<file path="config.mk">
export PLATFORM = sky130hd
export DESIGN_NAME = film_cadence_detector_unit_flat
export DESIGN_NICKNAME = d
export VERILOG_FILES = /design/src/hw/rtl/fcd_pkg.sv /design/src/hw/rtl/fcd_frame_if.sv /design/src/hw/rtl/fcd_result_if.sv /design/src/hw/rtl/fcd_classify.sv /design/src/hw/rtl/fcd_tracker.sv /design/src/hw/rtl/film_cadence_detector_unit.sv /design/src/flat_wrapper.sv
export SDC_FILE = /design/constraint.sdc
export NUM_CORES = 1
export LEC_CHECK = 0
export BUFFER_PORTS_ARGS = -buffer_cell sky130_fd_sc_hd__buf_2
export CORE_MARGIN = 10
export CORE_UTILIZATION = 35
export DETAILED_ROUTE_END_ITERATION = 6
export PLACE_DENSITY_LB_ADDON = 0.08
export SLEW_MARGIN = 30
export SYNTH_ARGS = -nofsm -noshare
export SYNTH_HDL_FRONTEND = slang
export SYNTH_SLANG_ARGS = --single-unit
export TNS_END_PERCENT = 10
</file>
<file path="constraint.sdc">
create_clock -name i_clk -period 2.7 [get_ports i_clk]
set_input_delay 0.54 -clock i_clk [delete_from_list [all_inputs] [get_ports i_clk]]
set_output_delay 0.54 -clock i_clk [all_outputs]
set_load 0.01 [all_outputs]
</file>
<file path="src/hw/rtl/fcd_pkg.sv">
package fcd_pkg;

    typedef logic [2:0] t_mode;

    localparam t_mode MODE_VIDEO   = 3'd0;
    localparam t_mode MODE_22_EVEN = 3'd1;
    localparam t_mode MODE_22_ODD  = 3'd2;
    localparam t_mode MODE_32_P0   = 3'd3;
    localparam t_mode MODE_32_P1   = 3'd4;
    localparam t_mode MODE_32_P2   = 3'd5;
    localparam t_mode MODE_32_P3   = 3'd6;
    localparam t_mode MODE_32_P4   = 3'd7;

    typedef enum logic [1:0] {
        CLASS_MOTION = 2'd0,
        CLASS_STILL  = 2'd1,
        CLASS_AMBIG  = 2'd2
    } t_frame_class;

    localparam int THR_W     = 14;
    localparam int REPEAT_W  = 5;
    localparam int DIFF_W    = 32;
    localparam int PHASE_W   = 3;
    localparam int STILL_W   = 8;
    localparam int CFG_IDX_W = 2;

    localparam logic [CFG_IDX_W-1:0] CFG_STILL_THR  = 2'd0;
    localparam logic [CFG_IDX_W-1:0] CFG_MOTION_THR = 2'd1;
    localparam logic [CFG_IDX_W-1:0] CFG_REPEAT     = 2'd2;
    localparam logic [CFG_IDX_W-1:0] CFG_STANDARD   = 2'd3;

    localparam logic [THR_W-1:0]    RST_STILL_THR  = 14'd30;
    localparam logic [THR_W-1:0]    RST_MOTION_THR = 14'd200;
    localparam logic [REPEAT_W-1:0] RST_REPEAT     = 5'd4;

    localparam logic [STILL_W-1:0]  STILL_MAX = 8'd255;
    localparam logic [REPEAT_W-1:0] MATCH_MAX = 5'd31;

    typedef struct packed {
        logic                 command;
        logic [DIFF_W-1:0]    frame_difference;
        logic [PHASE_W-1:0]   cadence_phase;
    } t_fcd_in;

    typedef struct packed {
        logic         film_locked;
        t_mode        locked_mode;
        t_mode        candidate_mode;
        t_frame_class frame_class;
        logic         dropped_to_video;
    } t_fcd_out;

    typedef struct packed {
        logic [REPEAT_W-1:0] repeat_needed;
        logic                ntsc;
    } t_fcd_cfg;

    // 3:2 phase guess after a run of one or of two still frames
    localparam t_mode RUN1_GUESS [5] = '{MODE_32_P0, MODE_32_P4, MODE_32_P3,
                                         MODE_32_P2, MODE_32_P1};
    localparam t_mode RUN2_GUESS [5] = '{MODE_32_P3, MODE_32_P2, MODE_32_P1,
                                         MODE_32_P0, MODE_32_P4};

    function automatic logic expects_change(input t_mode mode,
                                            input logic [PHASE_W-1:0] phase);
        logic res;
        case (mode)
            MODE_22_EVEN: res = ~phase[0];
            MODE_22_ODD:  res = phase[0];
            MODE_32_P0:   res = phase inside {3'd0, 3'd3};
            MODE_32_P1:   res = phase inside {3'd4, 3'd2};
            MODE_32_P2:   res = phase inside {3'd3, 3'd1};
            MODE_32_P3:   res = phase inside {3'd2, 3'd0};
            MODE_32_P4:   res = phase inside {3'd1, 3'd4};
            default:      res = 1'b1;
        endcase
        return res;
    endfunction

    function automatic t_mode guess_mode(input logic [PHASE_W-1:0] phase,
                                         input logic ntsc,
                                         input logic [STILL_W-1:0] still_run);
        t_mode res;
        res = MODE_VIDEO;
        if (!ntsc) begin
            if (still_run == 8'd1 && phase < 3'd4) begin
                res = phase[0] ? MODE_22_ODD : MODE_22_EVEN;
            end
        end else if (phase < 3'd5) begin
            if (still_run == 8'd1) begin
                res = RUN1_GUESS[phase];
            end else if (still_run == 8'd2) begin
                res = RUN2_GUESS[phase];
            end
        end
        return res;
    endfunction

endpackage

</file>
<file path="src/hw/rtl/fcd_frame_if.sv">
interface fcd_frame_if import fcd_pkg::*; ();
    logic    valid;
    logic    ready;
    t_fcd_in data;

    modport source (output valid, output data, input ready);
    modport sink   (input valid, input data, output ready);
endinterface

</file>
<file path="src/hw/rtl/fcd_result_if.sv">
interface fcd_result_if import fcd_pkg::*; ();
    logic     valid;
    logic     ready;
    t_fcd_out data;

    modport source (output valid, output data, input ready);
    modport sink   (input valid, input data, output ready);
endinterface

</file>
<file path="src/hw/rtl/fcd_classify.sv">
module fcd_classify import fcd_pkg::*; (
    input  logic [DIFF_W-1:0] i_diff,
    input  logic [THR_W-1:0]  i_still_thr,
    input  logic [THR_W-1:0]  i_motion_thr,
    output t_frame_class      o_class
);

    logic [DIFF_W-1:0] still_ext;
    logic [DIFF_W-1:0] motion_ext;

    assign still_ext  = {{(DIFF_W-THR_W){1'b0}}, i_still_thr};
    assign motion_ext = {{(DIFF_W-THR_W){1'b0}}, i_motion_thr};

    // motion wins when the thresholds cross
    always_comb begin
        if (i_diff > motion_ext) begin
            o_class = CLASS_MOTION;
        end else if (i_diff < still_ext) begin
            o_class = CLASS_STILL;
        end else begin
            o_class = CLASS_AMBIG;
        end
    end

endmodule

</file>
<file path="src/hw/rtl/fcd_tracker.sv">
module fcd_tracker import fcd_pkg::*; (
    input  logic               i_clk,
    input  logic               i_rst_n,
    input  logic               i_step,
    input  logic               i_command,
    input  t_frame_class       i_class,
    input  logic [PHASE_W-1:0] i_phase,
    input  t_fcd_cfg           i_cfg,
    output t_fcd_out           o_result
);

    logic [STILL_W-1:0]  r_still_run,  n_still_run;
    logic [REPEAT_W-1:0] r_match,      n_match;
    t_mode               r_detect,     n_detect;
    logic                r_film,       n_film;
    t_mode               r_active,     n_active;

    logic                dropped;
    t_mode               guess;
    logic [REPEAT_W-1:0] match_inc;

    assign guess     = guess_mode(i_phase, i_cfg.ntsc, r_still_run);
    assign match_inc = (r_match < MATCH_MAX) ? r_match + 5'd1 : r_match;

    always_comb begin
        n_still_run = r_still_run;
        n_match     = r_match;
        n_detect    = r_detect;
        n_film      = r_film;
        n_active    = r_active;
        dropped     = 1'b0;
        if (i_command) begin
            n_still_run = '0;
            n_match     = '0;
            n_detect    = MODE_VIDEO;
        end else begin
            case (i_class)
                CLASS_MOTION: begin
                    if (r_film) begin
                        // motion where the locked cadence repeats a picture
                        if (!expects_change(r_active, i_phase)) begin
                            n_film   = 1'b0;
                            n_active = MODE_VIDEO;
                            n_detect = MODE_VIDEO;
                            dropped  = 1'b1;
                        end
                    end else if (guess == MODE_VIDEO) begin
                        n_match  = '0;
                        n_detect = MODE_VIDEO;
                    end else if (guess != r_detect) begin
                        n_match  = '0;
                        n_detect = guess;
                    end else begin
                        n_match = match_inc;
                        if (match_inc >= i_cfg.repeat_needed &&
                            (!i_cfg.ntsc || r_still_run == 8'd2)) begin
                            n_film   = 1'b1;
                            n_active = r_detect;
                        end
                    end
                    n_still_run = '0;
                end
                CLASS_STILL: begin
                    if (!r_film) begin
                        if (r_still_run < STILL_MAX) begin
                            n_still_run = r_still_run + 8'd1;
                        end
                        if (expects_change(r_detect, i_phase)) begin
                            n_match  = '0;
                            n_detect = MODE_VIDEO;
                        end
                    end
                end
                default: begin
                    if (!r_film) begin
                        n_still_run = '0;
                        n_match     = '0;
                        n_detect    = MODE_VIDEO;
                    end
                end
            endcase
        end
    end

    always_ff @(posedge i_clk) begin
        if (!i_rst_n) begin
            r_still_run <= '0;
            r_match     <= '0;
            r_detect    <= MODE_VIDEO;
            r_film      <= 1'b0;
            r_active    <= MODE_VIDEO;
        end else if (i_step) begin
            r_still_run <= n_still_run;
            r_match     <= n_match;
            r_detect    <= n_detect;
            r_film      <= n_film;
            r_active    <= n_active;
        end
    end

    always_comb begin
        o_result.film_locked      = n_film;
        o_result.locked_mode      = n_active;
        o_result.candidate_mode   = n_detect;
        o_result.frame_class      = i_command ? CLASS_MOTION : i_class;
        o_result.dropped_to_video = dropped;
    end

endmodule

</file>
<file path="src/hw/rtl/film_cadence_detector_unit.sv">
// Film cadence detector: one frame measurement in, one result out, at a sustained
// rate of one transfer per clock while the result side keeps accepting. A frame is
// captured in the input register, then classified and run through the cadence
// tracker once the output register is free, and its result lands in the output
// register. The rate is set by the tracker's state update, which is registered as
// each frame advances so that the next frame sees it. The input stays ready while a
// result waits as long as the input register is empty or the output register will
// be freed. Write the configuration registers only while no frame is in flight.
module film_cadence_detector_unit import fcd_pkg::*; (
    input  logic                 i_clk,
    input  logic                 i_rst_n,
    input  logic                 i_cfg_we,
    input  logic [CFG_IDX_W-1:0] i_cfg_index,
    input  logic [THR_W-1:0]     i_cfg_data,
    fcd_frame_if.sink            i_frame,
    fcd_result_if.source         o_result
);

    logic [THR_W-1:0]    r_still_thr;
    logic [THR_W-1:0]    r_motion_thr;
    logic [REPEAT_W-1:0] r_repeat;
    logic                r_ntsc;

    logic                r_in_valid;
    t_fcd_in             r_in;
    logic                r_out_valid;
    t_fcd_out            r_out;

    logic                advance;
    t_frame_class        frame_class;
    t_fcd_cfg            cfg;
    t_fcd_out            result;

    always_ff @(posedge i_clk) begin
        if (!i_rst_n) begin
            r_still_thr  <= RST_STILL_THR;
            r_motion_thr <= RST_MOTION_THR;
            r_repeat     <= RST_REPEAT;
            r_ntsc       <= 1'b0;
        end else if (i_cfg_we) begin
            case (i_cfg_index)
                CFG_STILL_THR:  r_still_thr  <= i_cfg_data;
                CFG_MOTION_THR: r_motion_thr <= i_cfg_data;
                CFG_REPEAT:     r_repeat     <= i_cfg_data[REPEAT_W-1:0];
                CFG_STANDARD:   r_ntsc       <= i_cfg_data[0];
                default:        ;
            endcase
        end
    end

    // advance the captured frame once the output register is free
    assign advance       = r_in_valid && (!r_out_valid || o_result.ready);
    assign i_frame.ready = !r_in_valid || advance;

    always_ff @(posedge i_clk) begin
        if (!i_rst_n) begin
            r_in_valid <= 1'b0;
        end else if (i_frame.ready) begin
            r_in_valid <= i_frame.valid;
        end
    end

    always_ff @(posedge i_clk) begin
        if (i_frame.ready && i_frame.valid) begin
            r_in <= i_frame.data;
        end
    end

    assign cfg.repeat_needed = r_repeat;
    assign cfg.ntsc          = r_ntsc;

    fcd_classify u_classify (
        .i_diff       (r_in.frame_difference),
        .i_still_thr  (r_still_thr),
        .i_motion_thr (r_motion_thr),
        .o_class      (frame_class)
    );

    fcd_tracker u_tracker (
        .i_clk     (i_clk),
        .i_rst_n   (i_rst_n),
        .i_step    (advance),
        .i_command (r_in.command),
        .i_class   (frame_class),
        .i_phase   (r_in.cadence_phase),
        .i_cfg     (cfg),
        .o_result  (result)
    );

    always_ff @(posedge i_clk) begin
        if (!i_rst_n) begin
            r_out_valid <= 1'b0;
        end else if (advance) begin
            r_out_valid <= 1'b1;
        end else if (o_result.ready) begin
            r_out_valid <= 1'b0;
        end
    end

    always_ff @(posedge i_clk) begin
        if (advance) begin
            r_out <= result;
        end
    end

    assign o_result.valid = r_out_valid;
    assign o_result.data  = r_out;

endmodule

</file>
<file path="src/flat_wrapper.sv">
// flat-port wrapper written by rule: the top's interface ports become plain ports
module film_cadence_detector_unit_flat import fcd_pkg::*;
  (i_clk, i_rst_n, i_cfg_we, i_cfg_index, i_cfg_data, i_frame_valid, i_frame_data, i_frame_ready, o_result_valid, o_result_data, o_result_ready);
  fcd_frame_if i_frame_i ();
  fcd_result_if o_result_i ();
  input  logic i_clk;
  input  logic i_rst_n;
  input  logic i_cfg_we;
  input  logic [CFG_IDX_W-1:0] i_cfg_index;
  input  logic [THR_W-1:0] i_cfg_data;
  input wire logic [$bits(i_frame_i.valid)-1:0] i_frame_valid;
  input wire logic [$bits(i_frame_i.data)-1:0] i_frame_data;
  output wire logic [$bits(i_frame_i.ready)-1:0] i_frame_ready;
  output wire logic [$bits(o_result_i.valid)-1:0] o_result_valid;
  output wire logic [$bits(o_result_i.data)-1:0] o_result_data;
  input wire logic [$bits(o_result_i.ready)-1:0] o_result_ready;
  assign i_frame_i.valid = i_frame_valid;
  assign i_frame_i.data = i_frame_data;
  assign i_frame_ready = i_frame_i.ready;
  assign o_result_valid = o_result_i.valid;
  assign o_result_data = o_result_i.data;
  assign o_result_i.ready = o_result_ready;
  film_cadence_detector_unit u_core (.i_clk(i_clk), .i_rst_n(i_rst_n), .i_cfg_we(i_cfg_we), .i_cfg_index(i_cfg_index), .i_cfg_data(i_cfg_data), .i_frame(i_frame_i), .o_result(o_result_i));
endmodule
</file>
# Word level (Yosys, flattened, before mapping)
# Memories as Yosys holds them, arrays and structs flattened.
# Cells that the tools add are included.
dict set report totals {
  ff_bits 102
  latch_bits 0
  ramBits 0
  mem_bits_ro 48
  inputBits 57
  out_inout_bits 12
  memories 2
}
# memory depth word_bits rd rd_clocked_by_memory_dff wr line_no
set mem_list {}
lappend mem_list {{(no name shown)} 8 3 1 0 0 fcd_pkg.sv:93} ;# res = RUN2_GUESS[phase];
lappend mem_list {{(no name shown)} 8 3 1 0 0 fcd_pkg.sv:91} ;# res = RUN1_GUESS[phase];
dict set report op_classes {
  addsub 2
  n_mul 0
  n_div 0
  n_lt_le_gt_ge 8
  n_eq_ne 30
  n_shift 0
  muxes 60
  bitwise 4
  n_reduce_logical 27
}
# operator n
set ops {}
lappend ops {{$mux 3} 23}
lappend ops {{$mux 5} 8}
lappend ops {{$gt 32x14->1} 1}
lappend ops {{$lt 32x14->1} 1}
lappend ops {{$mux 8} 4}
lappend ops {{$eq 3x3->1 const B} 9}
lappend ops {{$eq 3x2->1 const B} 6}
lappend ops {{$mux 1} 16}
lappend ops {{$pmux 8 s2} 1}
lappend ops {{$pmux 1 s7} 2}
lappend ops {{$reduce_bool 2->1} 6}
lappend ops {{$pmux 5 s2} 1}
lappend ops {{$eq 3x1->1 const B} 3}
lappend ops {{$ne 3x2->1 const B} 3}
lappend ops {{$add 8x1->8 const B} 1}
lappend ops {{$eq 8x1->1 const B} 1}
lappend ops {{$eq 8x2->1 const B} 1}
lappend ops {{$lt 8x8->1 const B} 1}
lappend ops {{$mux 2} 4}
lappend ops {{$reduce_and 2->1} 4}
lappend ops {{$logic_not 3->1} 2}
lappend ops {{$lt 3x3->1 const B} 2}
lappend ops {{$pmux 3 s2} 1}
lappend ops {{$add 5x1->5 const B} 1}
lappend ops {{other kinds (17)} 29}

# Longest topological paths before layout
dict set report logic_depth {
  word_depth 14
  depth_mapped 15
  depth_no_buf 15
}

# Hierarchy
# Synthesis repeated with hierarchy kept, for this count alone.
dict set report unflattened {
  cells_unflattened 560
  hier_area_um2 5545.3
}
# mod instances cells_per_inst area_each_um2
set modules_own_cells {}
lappend modules_own_cells {film_cadence_detector_unit 1 195 2851.5}
lappend modules_own_cells {fcd_tracker 1 263 1949.4}
lappend modules_own_cells {fcd_classify 1 102 744.5}

# Worst setup path after synthesis
# OpenSTA, ideal clock, no wires.
dict set report synth_timing {
  path_type {reg-to-reg}
  from {register u_core.r_in[0] (netlist name)}
  to {register u_core.r_out, in the netlist u_core.o_result.data[7], data pin}
  setup_ns 0.263
  arrival_time_ns 2.541
  t_required_ns 2.437
  path_slack_ns -0.104
  stages_incl_launch_ff 11
  path_buffers 1
  cell_sequence {edfxtp_1 > clkbuf_1 > inv_1 > ha_1 > inv_1 > o211ai_1 > o31a_1 > or2_2 > nor4b_1 > and4_1 > o21ai_0}
}
# element line_no
set synth_lines {}
lappend synth_lines {{from (decl)} film_cadence_detector_unit.sv:25} ;# t_fcd_in r_in;
lappend synth_lines {{from (signal assigned)} film_cadence_detector_unit.sv:65} ;# r_in <= i_frame.data;
lappend synth_lines {{to (signal assigned)} film_cadence_detector_unit.sv:102} ;# r_out <= result;
lappend synth_lines {{to (decl)} film_cadence_detector_unit.sv:27} ;# t_fcd_out r_out;

==> reports/qor.txt <==
First-pass GRT wire length - 20700 um
Syn_nets - 647
Std-Cell Rows - 44
Crit. End Element - register
Fin. Hold Viols - 0
Largest net degree at the start of global routing - 37
Crit-path cells - ha_4 -> a211oi_2 -> nor2_1 -> or4_4 -> or4_4 -> a211oi_4 -> buf_4 -> o221ai_2 -> a21oi_1
Detail Route Antenna Nets - 0
Area grow syn2layout - 25.7%
Vias in the first global route - 4205
Initial antenna violation count - 0
Initial Util - 35.6%
Critical path class - reg -> reg
Post-synth EDFFs - 46
WHS Endpoint - u_core.r_in[12]$_DFFE_PP_
Maximum vdd drop - 0.000276 V
Yosys cell types - 55
Crit path required time - 2.88 ns
MaxCap Viol Count - 0
Die footprint - 20000 um^2
GP Congestion - 0.883
Via count - 4233
Syn_area_per_cell - 9.36 um^2
Nets@finish - 751
GRT Util Overall - 12.9%
N_diodes - 0
Worst r2r src - u_core.r_in[14]$_DFFE_PP_
First drt pass iteration count - 4
H-tree depth - 3
Worst slew pin tran - 0.889 ns
Failing checks - negative setup slack
Root Driver - clkbuf_16
Outcome - finished with violations
Hold Path Class - in -> reg
Mean routed wirelength per cell - 15.3 um
Die Y-Extent - 141 um
Final Setup Violations - 14
Setup Skew - 0.00827 ns
Synthesized area - 5150 um^2
Critical Path AT - 3.00 ns
Initial DRC count - 232
PwrDens - 541 nW/um^2
Worst-case reg-to-reg path depth - 9
Drt drc - 0
I/O pins - 69
CTS clk-pin slew, worst paths - 0.07 ns
Die X - 141 um
Global route total overflow - 0
Hold path start - i_frame_data[12]
Min Tclk post-route - 2.82 ns
Cts bufs inserted - 9
Core area - 14500 um^2
Number of synthesized register bits - 102
Worst setup margin - -0.118 ns
Worst skew pair latency - 0.35 ns
Slowest CP cell - or4_4
CTS tree - done
Clock buffer depth - 2
DRT Wirelength - 12900 um
Placed inst area - 5960 um^2
Warnings, synthesis - 0
Drt via density - 5.02
Post-synth top flop - dfxtp_1
CP most frequent cell - or4_4
WHS Path Cells - 1
Setup slack, reg-to-reg - -0.12 ns
Largest stage delay, worst path - 0.49 ns
Post-DP HPWL - 9790 um
Fin crit share - 104%
Highest Clock Rate - 355 MHz
Share of cells above drive strength 1 - 24.7%
Util after Layout - 44.7%
Slew headroom - 40.7%
Part of the Yosys area used for sequential elements - 48.6%
Buffers added on ports - 68
Hold_buf cts - 0
Post-synth ARST share - 0%
CP max FO - 5
Cell area after layout - 6470 um^2
RSZ-0062 raised after global routing - yes
P_leak - 2.59 nW
Final Slew Violations - 0
Clock sinks - 102
Mapped Cells - 550
R2R Path End - u_core.o_result.data[5]$_DFFE_PP_
CP Launch Type - register
==> per-layer routing <==
metal  track usage [%]  wire length (um)  share of wire, %  up-vias
met5                 0                 0                 0        -
met4              5.60               256               2.0        0
met3              2.57               564               4.4       15
met2              21.8              6400                50       84
met1              15.6              5680                44     1982
li1                  -                 -                 -     2152
==> metrics by stage <==
stage / hold slack [ns] / setup slack, ns / power, mW / TNS (ns) / cells
detailed placement: 0.446 / -0.265 / 2.06 / -4.42 / 823
global placement: 0.445 / -0.211 / 2.05 / -3.35 / 823
global route: 0.344 / -0.227 / 3.66 / -3.92 / 843
floorplan: 0.436 / -0.0689 / 1.91 / -0.172 / 550
CTS: 0.340 / -0.179 / 3.55 / -2.37 / 841
finish: 0.357 / -0.118 / 3.50 / -0.789 / 843
==> cells by family after synthesis <==
| group | count (synthesis) | share of synthesized area (%) |
|---|---|---|
| xor gates and xnor gates | 7 | 1.19 |
| and+or+nand+nor | 200 | 18.7 |
| buffers and inverters | 72 | 5.42 |
| DFF | 102 | 48.6 |
| AOI/OAI and AO/OA | 121 | 14.9 |
| adders and majority gates | 40 | 9.72 |
| muxes | 8 | 1.55 |
==> Yosys cell counts (7+ instances only) <==
cell / n / area, um^2
nor2_1: 38 / 143
nand2_1: 84 / 315
dfxtp_1: 56 / 1120
clkbuf_1: 18 / 67.6
nand2b_1: 7 / 43.8
o21ai_0: 22 / 110
nor4_1: 7 / 43.8
nand3_1: 9 / 45.0
edfxtp_1: 46 / 1380
o211ai_1: 10 / 75.1
nor2b_1: 10 / 62.6
a21oi_1: 43 / 215
nand4_1: 11 / 68.8
mux2i_1: 8 / 80.1
ha_1: 40 / 500
inv_1: 52 / 195
==> worst max path at each step <==
stage               slack, ns                 startpoint                                      endpoint
floorplan               -0.07  u_core.r_in[14]$_DFFE_PP_     u_core.u_tracker.r_detect[0]$_SDFFE_PN0P_
global placement        -0.21  u_core.r_in[14]$_DFFE_PP_  u_core.u_tracker.r_still_run[1]$_SDFFE_PN0P_
detailed placement      -0.27  u_core.r_in[14]$_DFFE_PP_  u_core.u_tracker.r_still_run[1]$_SDFFE_PN0P_
CTS                     -0.18  u_core.r_in[14]$_DFFE_PP_     u_core.u_tracker.r_detect[0]$_SDFFE_PN0P_
global route            -0.23  u_core.r_in[14]$_DFFE_PP_             u_core.o_result.data[5]$_DFFE_PP_
finish                  -0.12  u_core.r_in[14]$_DFFE_PP_             u_core.o_result.data[5]$_DFFE_PP_
==> cells in the final DEF, fill, tap and decap left out, types with 6 or more instances in the layout <==
master	Yosys	final
a21oi_1	43	41
buf_2	1	68
buf_4	0	43
clkbuf_16	0	9
dfxtp_1	56	55
edfxtp_1	46	46
ha_1	40	36
inv_1	52	52
mux2i_1	8	8
nand2_1	84	82
nand2b_1	7	6
nand3_1	9	9
nand4_1	11	11
nor2_1	38	37
nor2b_1	10	10
o211ai_1	10	10
o21ai_0	22	17
xor2_1	6	6
==> power by group <==
part           internal, mW  total, mW  switching, mW
sequential             1.68       1.71         0.0301
clock                 0.904       1.47          0.561
combinational         0.143      0.328          0.186
total                  2.72       3.50          0.777
==> state kept, by name, summed over array words and instances (netlist names) <==
name / cells
u_core.u_tracker.r_match: 5
u_core.u_tracker.r_active: 3
u_core.r_ntsc: 1
u_core.u_tracker.r_detect: 3
u_core.o_result.valid: 1
u_core.r_in: 36
u_core.r_in_valid: 1
u_core.u_tracker.r_film: 1
u_core.r_still_thr: 14
u_core.o_result.data: 10
u_core.u_tracker.r_still_run: 8
u_core.r_motion_thr: 14
u_core.r_repeat: 5
==> area by class of cell <==
type / count / area, um^2
sequential: 102 / 2500
timing repair buffer: 113 / 686
clock buffer: 10 / 229
inverter: 52 / 195
fill: 1453 / 8010
clock inverter: 6 / 108
tap: 184 / 230
multi-input combinational: 376 / 2520
==> critical path, delay by kind of cell (launching register included) <==
kind	cells	cell delay (ns)
buf+inv	1	0.16
compound gates	4	0.76
flops	1	0.44
fa+ha+maj	1	0.24
simple gates	3	1.04
==> what timing repair did <==
action                     4_1_cts  5_1_grt
pin swaps                        5        8
resized for setup               13       23
setup endpoints to repair       29       29
buffers inserted                 2        2
No activity file was read; power rests on OpenSTA's default activity.
